===== src/rtl/core/f2u8_pkg.sv =====
// Shared types for the float-to-byte quantizer.
// Depends on nothing; used by f2u8_round and float_to_uint8_scale_bias.
`timescale 1ns / 1ps
`default_nettype none

package f2u8_pkg;

    localparam int MANT_W = 49;
    localparam int EXP_W  = 11;

    localparam logic [0:0] REG_SCALE  = 1'b0;
    localparam logic [0:0] REG_OFFSET = 1'b1;

    localparam logic [31:0] SCALE_RESET  = 32'h3F80_0000;
    localparam logic [31:0] OFFSET_RESET = 32'h0000_0000;
    localparam logic [31:0] QNAN_BITS    = 32'h7FC0_0000;

    typedef enum logic [1:0] {
        SP_FIN,
        SP_INF,
        SP_NAN
    } spec_t;

    // Exact value is mant * 2^expo, to be rounded to single precision.
    typedef struct packed {
        logic                    sign;
        spec_t                   spec;
        logic [MANT_W-1:0]       mant;
        logic signed [EXP_W-1:0] expo;
    } rnd_in_t;

    typedef struct packed {
        logic [31:0] sample_bits;
        logic        row_end_in;
        logic        frame_end_in;
    } in_t;

    typedef struct packed {
        logic [7:0] pixel_byte;
        logic       row_end_out;
        logic       frame_end_out;
    } out_t;

endpackage

`default_nettype wire


===== src/rtl/core/f2u8_round.sv =====
// Two-stage normalize and round-to-nearest-even packer for single precision.
// Depends on f2u8_pkg.
`timescale 1ns / 1ps
`default_nettype none

module f2u8_round
    import f2u8_pkg::*;
(
    input  wire logic        clk,
    input  wire rnd_in_t     op,
    output logic [31:0]      bits
);

    logic [MANT_W-1:0]       norm_reg, norm_next;
    logic signed [EXP_W-1:0] expo_reg, expo_next;
    logic                    sign_reg;
    spec_t                   spec_reg;
    logic                    zero_reg;
    logic [31:0]             bits_reg, bits_next;
    logic [5:0]              lz;

    always_comb
    begin
        lz = 6'd0;
        for (int i = 0; i < MANT_W; i++)
        begin
            if (op.mant[i])
            begin
                lz = 6'(MANT_W - 1 - i);
            end
        end
        norm_next = op.mant << lz;
        expo_next = op.expo + 11'sd175 - $signed({5'b0, lz});
    end

    always_ff @(posedge clk)
    begin
        norm_reg <= norm_next;
        expo_reg <= expo_next;
        sign_reg <= op.sign;
        spec_reg <= op.spec;
        zero_reg <= (op.mant == '0);
    end

    logic signed [EXP_W-1:0] dd;
    logic [5:0]              d;
    logic [MANT_W-1:0]       shifted;
    logic                    lost;
    logic [23:0]             top;
    logic                    up;
    logic [24:0]             mr;
    logic [7:0]              eeff;
    logic [31:0]             packed_bits;

    always_comb
    begin
        dd = 11'sd1 - expo_reg;
        if (expo_reg < 11'sd1)
        begin
            d    = (dd > 11'sd63) ? 6'd63 : dd[5:0];
            eeff = 8'd1;
        end
        else
        begin
            d    = 6'd0;
            eeff = expo_reg[7:0];
        end
        shifted     = norm_reg >> d;
        lost        = |(norm_reg & ~({MANT_W{1'b1}} << d));
        top         = shifted[48:25];
        up          = shifted[24] & ((|shifted[23:0]) | lost | top[0]);
        mr          = {1'b0, top} + 25'(up);
        packed_bits = {1'b0, eeff - 8'd1, 23'b0} + {7'b0, mr};
        case (spec_reg)
            SP_NAN: bits_next = QNAN_BITS;
            SP_INF: bits_next = {sign_reg, 8'hFF, 23'b0};
            default:
            begin
                if (zero_reg)
                    bits_next = {sign_reg, 31'b0};
                else if (expo_reg >= 11'sd255)
                    bits_next = {sign_reg, 8'hFF, 23'b0};
                else
                    bits_next = {sign_reg, packed_bits[30:0]};
            end
        endcase
    end

    always_ff @(posedge clk)
    begin
        bits_reg <= bits_next;
    end

    assign bits = bits_reg;

endmodule

`default_nettype wire


===== src/rtl/core/float_to_uint8_scale_bias.sv =====
// Top level: byte = sat255(trunc(max(x*scale+offset, 0) + 0.5)) in single precision.
// Depends on f2u8_pkg and f2u8_round.
//
//   Port group   Dir  Handshake            Payload
//   sample       in   start, busy          in_t
//   result       out  done (strobe)        out_t
//   cfg          in   cfg_valid, cfg_ready cfg_index, cfg_data
//
// Every beat passes these registered stages from start to done: multiply, two
// rounding stages, align and add, two rounding stages, quantize.
// A new beat is taken every cycle; busy stays low.
// Reset clears the valid pipeline and restores scale 1.0 and offset +0.0.
// The receiver cannot stall; results leave on done.
`timescale 1ns / 1ps
`default_nettype none

module float_to_uint8_scale_bias
    import f2u8_pkg::*;
(
    input  wire logic        clk,
    input  wire logic        rst_n,
    input  wire logic        start,
    output logic             busy,
    input  wire in_t         sample,
    output logic             done,
    output out_t             result,
    input  wire logic        cfg_valid,
    output logic             cfg_ready,
    input  wire logic [0:0]  cfg_index,
    input  wire logic [31:0] cfg_data
);

    logic [31:0] scale_reg, scale_next;
    logic [31:0] offset_reg, offset_next;
    logic [6:0]  vld_reg, vld_next;
    logic [6:0]  row_reg, row_next;
    logic [6:0]  frame_reg, frame_next;
    logic        accept;

    assign busy      = 1'b0;
    assign cfg_ready = 1'b1;
    assign accept    = start & ~busy;

    always_comb
    begin
        scale_next  = scale_reg;
        offset_next = offset_reg;
        if (cfg_valid & cfg_ready)
        begin
            case (cfg_index)
                REG_SCALE:  scale_next  = cfg_data;
                REG_OFFSET: offset_next = cfg_data;
                default:    scale_next  = scale_reg;
            endcase
        end
        vld_next   = {vld_reg[5:0], accept};
        row_next   = {row_reg[5:0], sample.row_end_in};
        frame_next = {frame_reg[5:0], sample.frame_end_in};
    end

    always_ff @(posedge clk or negedge rst_n)
    begin
        if (!rst_n)
        begin
            scale_reg  <= SCALE_RESET;
            offset_reg <= OFFSET_RESET;
            vld_reg    <= '0;
        end
        else
        begin
            scale_reg  <= scale_next;
            offset_reg <= offset_next;
            vld_reg    <= vld_next;
        end
    end

    always_ff @(posedge clk)
    begin
        row_reg   <= row_next;
        frame_reg <= frame_next;
    end

    // Multiply stage.
    logic [31:0] xa, xb;
    logic [7:0]  mea, meb, mEa, mEb;
    logic [23:0] mma, mmb;
    logic [47:0] mprod;
    logic        mnan_a, mnan_b, minf_a, minf_b, mzero_a, mzero_b;
    rnd_in_t     mul_next, mul_reg;

    always_comb
    begin
        xa      = sample.sample_bits;
        xb      = scale_reg;
        mea     = xa[30:23];
        meb     = xb[30:23];
        mma     = {mea != 8'd0, xa[22:0]};
        mmb     = {meb != 8'd0, xb[22:0]};
        mEa     = (mea == 8'd0) ? 8'd1 : mea;
        mEb     = (meb == 8'd0) ? 8'd1 : meb;
        mnan_a  = (mea == 8'hFF) && (xa[22:0] != 23'd0);
        mnan_b  = (meb == 8'hFF) && (xb[22:0] != 23'd0);
        minf_a  = (mea == 8'hFF) && (xa[22:0] == 23'd0);
        minf_b  = (meb == 8'hFF) && (xb[22:0] == 23'd0);
        mzero_a = (xa[30:0] == 31'd0);
        mzero_b = (xb[30:0] == 31'd0);
        mprod   = mma * mmb;
        mul_next.sign = xa[31] ^ xb[31];
        mul_next.mant = {1'b0, mprod};
        mul_next.expo = $signed({2'b0, {1'b0, mEa} + {1'b0, mEb}}) - 11'sd300;
        if (mnan_a | mnan_b | (minf_a & mzero_b) | (mzero_a & minf_b))
            mul_next.spec = SP_NAN;
        else if (minf_a | minf_b)
            mul_next.spec = SP_INF;
        else
            mul_next.spec = SP_FIN;
    end

    always_ff @(posedge clk)
    begin
        mul_reg <= mul_next;
    end

    logic [31:0] prod_bits;

    f2u8_round u_round_mul (
        .clk  (clk),
        .op   (mul_reg),
        .bits (prod_bits)
    );

    // Align and add stage.
    logic [31:0] big, sml;
    logic [7:0]  aEB, aES, adiff;
    logic [23:0] amB, amS;
    logic [47:0] afull, bfull, bsh;
    logic        alost, asub;
    logic [48:0] asum;
    logic        anan_a, anan_b, ainf_a, ainf_b;
    rnd_in_t     add_next, add_reg;

    always_comb
    begin
        if (prod_bits[30:0] >= offset_reg[30:0])
        begin
            big = prod_bits;
            sml = offset_reg;
        end
        else
        begin
            big = offset_reg;
            sml = prod_bits;
        end
        aEB    = (big[30:23] == 8'd0) ? 8'd1 : big[30:23];
        aES    = (sml[30:23] == 8'd0) ? 8'd1 : sml[30:23];
        amB    = {big[30:23] != 8'd0, big[22:0]};
        amS    = {sml[30:23] != 8'd0, sml[22:0]};
        adiff  = aEB - aES;
        afull  = {amB, 24'b0};
        bfull  = {amS, 24'b0};
        bsh    = bfull >> adiff;
        alost  = |(bfull & ~({48{1'b1}} << adiff));
        bsh    = bsh | {47'b0, alost};
        asub   = prod_bits[31] ^ offset_reg[31];
        asum   = asub ? ({1'b0, afull} - {1'b0, bsh}) : ({1'b0, afull} + {1'b0, bsh});
        anan_a = (prod_bits[30:23] == 8'hFF) && (prod_bits[22:0] != 23'd0);
        anan_b = (offset_reg[30:23] == 8'hFF) && (offset_reg[22:0] != 23'd0);
        ainf_a = (prod_bits[30:23] == 8'hFF) && (prod_bits[22:0] == 23'd0);
        ainf_b = (offset_reg[30:23] == 8'hFF) && (offset_reg[22:0] == 23'd0);
        add_next.mant = asum;
        add_next.expo = $signed({3'b0, aEB}) - 11'sd174;
        add_next.sign = (asum == 49'd0) ? (prod_bits[31] & offset_reg[31]) : big[31];
        add_next.spec = SP_FIN;
        if (anan_a | anan_b | (ainf_a & ainf_b & asub))
        begin
            add_next.spec = SP_NAN;
        end
        else if (ainf_a | ainf_b)
        begin
            add_next.spec = SP_INF;
            add_next.sign = ainf_a ? prod_bits[31] : offset_reg[31];
        end
    end

    always_ff @(posedge clk)
    begin
        add_reg <= add_next;
    end

    logic [31:0] sum_bits;

    f2u8_round u_round_add (
        .clk  (clk),
        .op   (add_reg),
        .bits (sum_bits)
    );

    // Quantize stage: round half up of a positive value, with the one
    // value just below one half that rounds up to one in single precision.
    logic [7:0]  qe;
    logic [4:0]  qsh;
    logic [23:0] qsig;
    logic [8:0]  qq;
    logic [9:0]  qr;
    logic [7:0]  pix_reg, pix_next;

    always_comb
    begin
        qe   = sum_bits[30:23];
        qsig = {1'b1, sum_bits[22:0]};
        qsh  = 5'(8'd149 - qe);
        qq   = 9'(qsig >> qsh);
        qr   = {1'b0, qq} + 10'd1;
        if (sum_bits[31] || (sum_bits[30:0] == 31'd0))
            pix_next = 8'd0;
        else if (qe == 8'hFF)
            pix_next = (sum_bits[22:0] == 23'd0) ? 8'd255 : 8'd0;
        else if (sum_bits == 32'h3EFF_FFFF)
            pix_next = 8'd1;
        else if (qe < 8'd126)
            pix_next = 8'd0;
        else if (qe >= 8'd135)
            pix_next = 8'd255;
        else
            pix_next = qr[9] ? 8'd255 : qr[8:1];
    end

    always_ff @(posedge clk)
    begin
        pix_reg <= pix_next;
    end

    assign done                 = vld_reg[6];
    assign result.pixel_byte    = pix_reg;
    assign result.row_end_out   = row_reg[6];
    assign result.frame_end_out = frame_reg[6];

`ifndef SYNTHESIS
    a_latency: assert property (@(posedge clk) disable iff (!rst_n)
        (start && !busy) |-> ##7 done)
        else $error("accepted beat did not complete after seven cycles");

    a_no_orphan: assert property (@(posedge clk) disable iff (!rst_n)
        done |-> $past(start && !busy, 7))
        else $error("result strobe without an accepted beat");

    a_row_flag: assert property (@(posedge clk) disable iff (!rst_n)
        done |-> (result.row_end_out == $past(sample.row_end_in, 7)))
        else $error("row end flag not carried with its beat");

    a_negative_zero: assert property (@(posedge clk) disable iff (!rst_n)
        (vld_reg[5] && sum_bits[31]) |=> (result.pixel_byte == 8'd0))
        else $error("negative sum did not clamp to zero");
`endif

endmodule

`default_nettype wire

===== config.mk =====
export PLATFORM = sky130hd
export DESIGN_NAME = float_to_uint8_scale_bias
export DESIGN_NICKNAME = d
export VERILOG_FILES = /design/src/rtl/core/f2u8_pkg.sv /design/src/rtl/core/f2u8_round.sv /design/src/rtl/core/float_to_uint8_scale_bias.sv
export SDC_FILE = /design/constraint.sdc
export NUM_CORES = 2
export LEC_CHECK = 0
export BUFFER_PORTS_ARGS = -buffer_cell sky130_fd_sc_hd__buf_2
export CAP_MARGIN = 0
export CORE_ASPECT_RATIO = 1.5
export CORE_MARGIN = 2
export CORE_UTILIZATION = 31
export DETAILED_ROUTE_END_ITERATION = 8
export PLACE_DENSITY = 0.48
export SYNTH_ARGS = -nofsm -noshare
export SYNTH_HDL_FRONTEND = slang
export SYNTH_HIERARCHICAL = 1
export SYNTH_SLANG_ARGS = --single-unit

===== constraint.sdc =====
create_clock -name clk -period 12.5 [get_ports clk]
set_clock_uncertainty 0.15 [all_clocks]
set_input_delay 2.5 -clock clk [delete_from_list [all_inputs] [get_ports clk]]
set_output_delay 2.5 -clock clk [all_outputs]
set_load 0.01 [all_outputs]

==> run summary <==
Run status: finished with violations
Failing checks: capacitance limit
Site row count: 192
CTS HTree Levels: 2
Cells after synthesis: 7060
Actual transition at the worst max-transition pin: 1.48 ns
Global-route track usage on met2: 48.8%
Period minus WS final: 11.50 ns
GRT met1 Usage: 26.6%
Setup repair bufs after CTS: 0
Hold bufs inserted after CTS: 0
Average footprint of a synthesized cell: 8.01 µm²
YS warnings: 6
Drc violations: 0
GP Congestion: 1.04
Area of all placed cells without fillers: 61700 µm²
Final setup viols: 0
Yosys cell types: 119
Routed via count: 54500
Fraction of layout cells with a size suffix above 1: 9.80%
Crit-path most repeated cell: a21oi_1
Class of the most critical hold timing path: flip-flop to flip-flop
Startpoint types: flip-flop
Remaining antenna violation count: 0
Type of the setup path with the least slack: flip-flop to flip-flop
Number of optimization iterations in the first detailed-route pass: 8
Fraction of post-synthesis cell area in the top cell type by area: 17.2%
Clock Sinks: 407
Die ar.: 186000 µm²
Area contributors post-synth: fa_1 (17%), dfxtp_1 (12%), ha_1 (7.3%)
Unrepaired setup endpoints after global routing: false
Total routing usage reported by global routing: 26.5%
Maximum clock frequency: 87.0 MHz
Worst r2r dst: add_reg[62]$_DFF_P_
Standard cell core area: 182000 µm²
Post-synthesis to final-layout area growth: 9.00%
Half-perimeter wire length of the detailed placement result: 200000 µm
Accumulated negative setup slack: 0 ns
Port Buffer Count: 81
NumNets Final: 7855
I/O pins: 84
Share of synthesized area occupied by flip-flops and latches: 15.0%
Via count normalized by instance count: 5.78
Max Cap Viol: 1
Fin. Hold Viols: 0
Critical Path Fanout Max: 24
Number of max-slew violations in the final report: 0
Critical path required time: 12.99 ns
Register bit count reported by yosys: 407
Slew HR: 0.886%
Drt initial violations: 4336
Root Driver: clkbuf_16
Die X-Extent: 353 µm
Share of synthesized registers carrying an async set or reset: 17.4%
Final period util: 92.0%
Cts repair resizes: 0
Destination of the critical timing path: add_reg[62]$_DFF_P_
Flop-to-flop setup slack: 1.00 ns
Maximum number of pins on one net before global-route repair: 68
Cell at the slowest stage of the critical path: fa_2
Clock tree from TritonCTS: done
Clk_lat worst skew: 0.70 ns
Signal arrival time at the worst endpoint: 11.99 ns
Predominant post-synthesis flop cell: dfxtp_1
Worst R2R Start: offset_reg[5]$_DFFE_PN0P_
Busiest metal layer after global routing: met2
Met3 Track Usage GR: 3.62%
Max clock buf depth: 3
Number of enable flip-flop cells after synthesis: 0
Routed wire length: 253000 µm
Most area-hungry cell type in the Yosys netlist: fa_1
Clock-pin slew on the worst setup and hold paths: 0.07 ns
Combined area of all synthesized cells: 56600 µm²
Number of fillers in the final layout: 19400
Slowest stage delay, CP: 0.72 ns
Congestion Overflow GR: 0
First-pass GRT wire length: 370000 µm
Antenna violations before repair: 9
Post-DR wirelength/cell: 26.8 µm
Placed Instance Area: 59900 µm²
Timing startpoint of the critical path: offset_reg[5]$_DFFE_PN0P_
TritonCTS Buffers: 49
Vias in the first global route: 55200
Initial Util: 31.1%
Element type at the critical path end: flip-flop
Reg2Reg Depth: 46
Chip Height: 527 µm
==> cells by family after synthesis <==
logic type / after synthesis / share of synthesized area [%]
AO/OA/AOI/OAI: 1626 / 19.7
XOR/XNOR: 189 / 2.95
adder cells (fa/ha/maj): 819 / 24.6
buffers and inverters: 1154 / 7.96
flip-flops: 407 / 15.0
multiplexers: 356 / 8.03
other: 2 / 0.0133
AND/OR/NAND/NOR: 2507 / 21.8
==> synth_stat cells (all sizes together), types with 69 or more instances <==
cell type,instances
nand2,893
inv,718
nor2,511
fa,487
a21oi,381
dfxtp,336
ha,330
clkbuf,317
o21ai,313
and2,242
mux2i,194
nand3,183
nor3,150
nand4,145
xnor2,133
buf,118
nor4,105
o22ai,98
mux2,93
nor2b,76
mux4,69
o211ai,69
==> worst min-delay path by stage <==
stage | startpoint | to | slack, ns | depth (start not counted)
detailed placement | row_reg[4]$_DFF_P_ | row_reg[5]$_DFF_P_ | 0.16 | 0
floorplan | frame_reg[0]$_DFF_P_ | frame_reg[1]$_DFF_P_ | 0.16 | 0
global placement | row_reg[4]$_DFF_P_ | row_reg[5]$_DFF_P_ | 0.16 | 0
finish | frame_reg[5]$_DFF_P_ | frame_reg[6]$_DFF_P_ | 0.17 | 0
CTS | row_reg[5]$_DFF_P_ | row_reg[6]$_DFF_P_ | 0.16 | 0
global route | frame_reg[5]$_DFF_P_ | frame_reg[6]$_DFF_P_ | 0.17 | 0
==> metrics by stage <==
step	utilization, %	worst slack, ns	hold slack [ns]	std cells
floorplan	-	2.28	0.160	7061
global placement	32.9	1.16	0.160	9341
detailed placement	32.9	1.18	0.162	9341
CTS	33.9	1.11	0.164	9433
global route	33.9	0.0595	0.174	9434
finish	33.9	1.00	0.166	9441
==> cell type report <==
cell class / count / area [µm²] / share of cell area, %
flip-flops and latches: 407 / 8510 / 13.8
multi-input cells: 5500 / 43700 / 70.8
diodes: 8 / 20.0 / 0.0325
inverters: 719 / 2700 / 4.38
clock inverters: 30 / 372 / 0.603
repair buffers: 290 / 1980 / 3.21
clock buffers: 62 / 1380 / 2.23
well taps: 2425 / 3030 / 4.92
==> metal layers <==
metal  vias to the layer above  part of all wire [%]  routed length (µm)
met2                      2232                    51              130000
met1                     26900                    34               85600
li1                      24600                     -                   -
met3                       813                   5.0               12800
met4                         6                   9.7               24600
met5                         -                 0.014                  35
==> worst max-delay path: cells and delay by family, from the launching register on <==
kind	cells	cell delay [ns]
simple gates	13	2.59
flops	1	0.57
xor+xnor	1	0.16
fa+ha+maj	4	1.61
buf+inv	5	1.02
mux	2	0.60
compound gates	21	4.74
==> layout by cell type, fill, tap and decap left out, types with 25 or more instances in the layout <==
master     instances
nor2_1           504
and2_1           240
a31oi_1           60
and3_1            51
nand4_1          137
buf_4            210
xnor2_1          131
xor2_1            52
mux4_2            69
mux2_2            90
a21o_1            56
fa_1             486
a21boi_0          33
buf_2             80
o211ai_1          64
o311ai_0          38
mux2i_1          194
inv_1            714
a22oi_1           48
o21a_1            43
ha_1             328
or3_1             35
nand2_1          888
nor3_1           133
a211o_1           27
o21bai_1          46
dfxtp_1          336
a22o_1            25
o21ai_0          289
o31ai_1           33
nor2b_1           75
dfrtp_1           64
a21oi_1          378
clkbuf_16         50
nor4_1            91
o22ai_1           96
nand2b_1          30
a211oi_1          51
o221ai_1          33
nand3_1          180
Power is not shown: default switching activity piles up to over one toggle a cycle in this logic, so the estimate is an artifact.
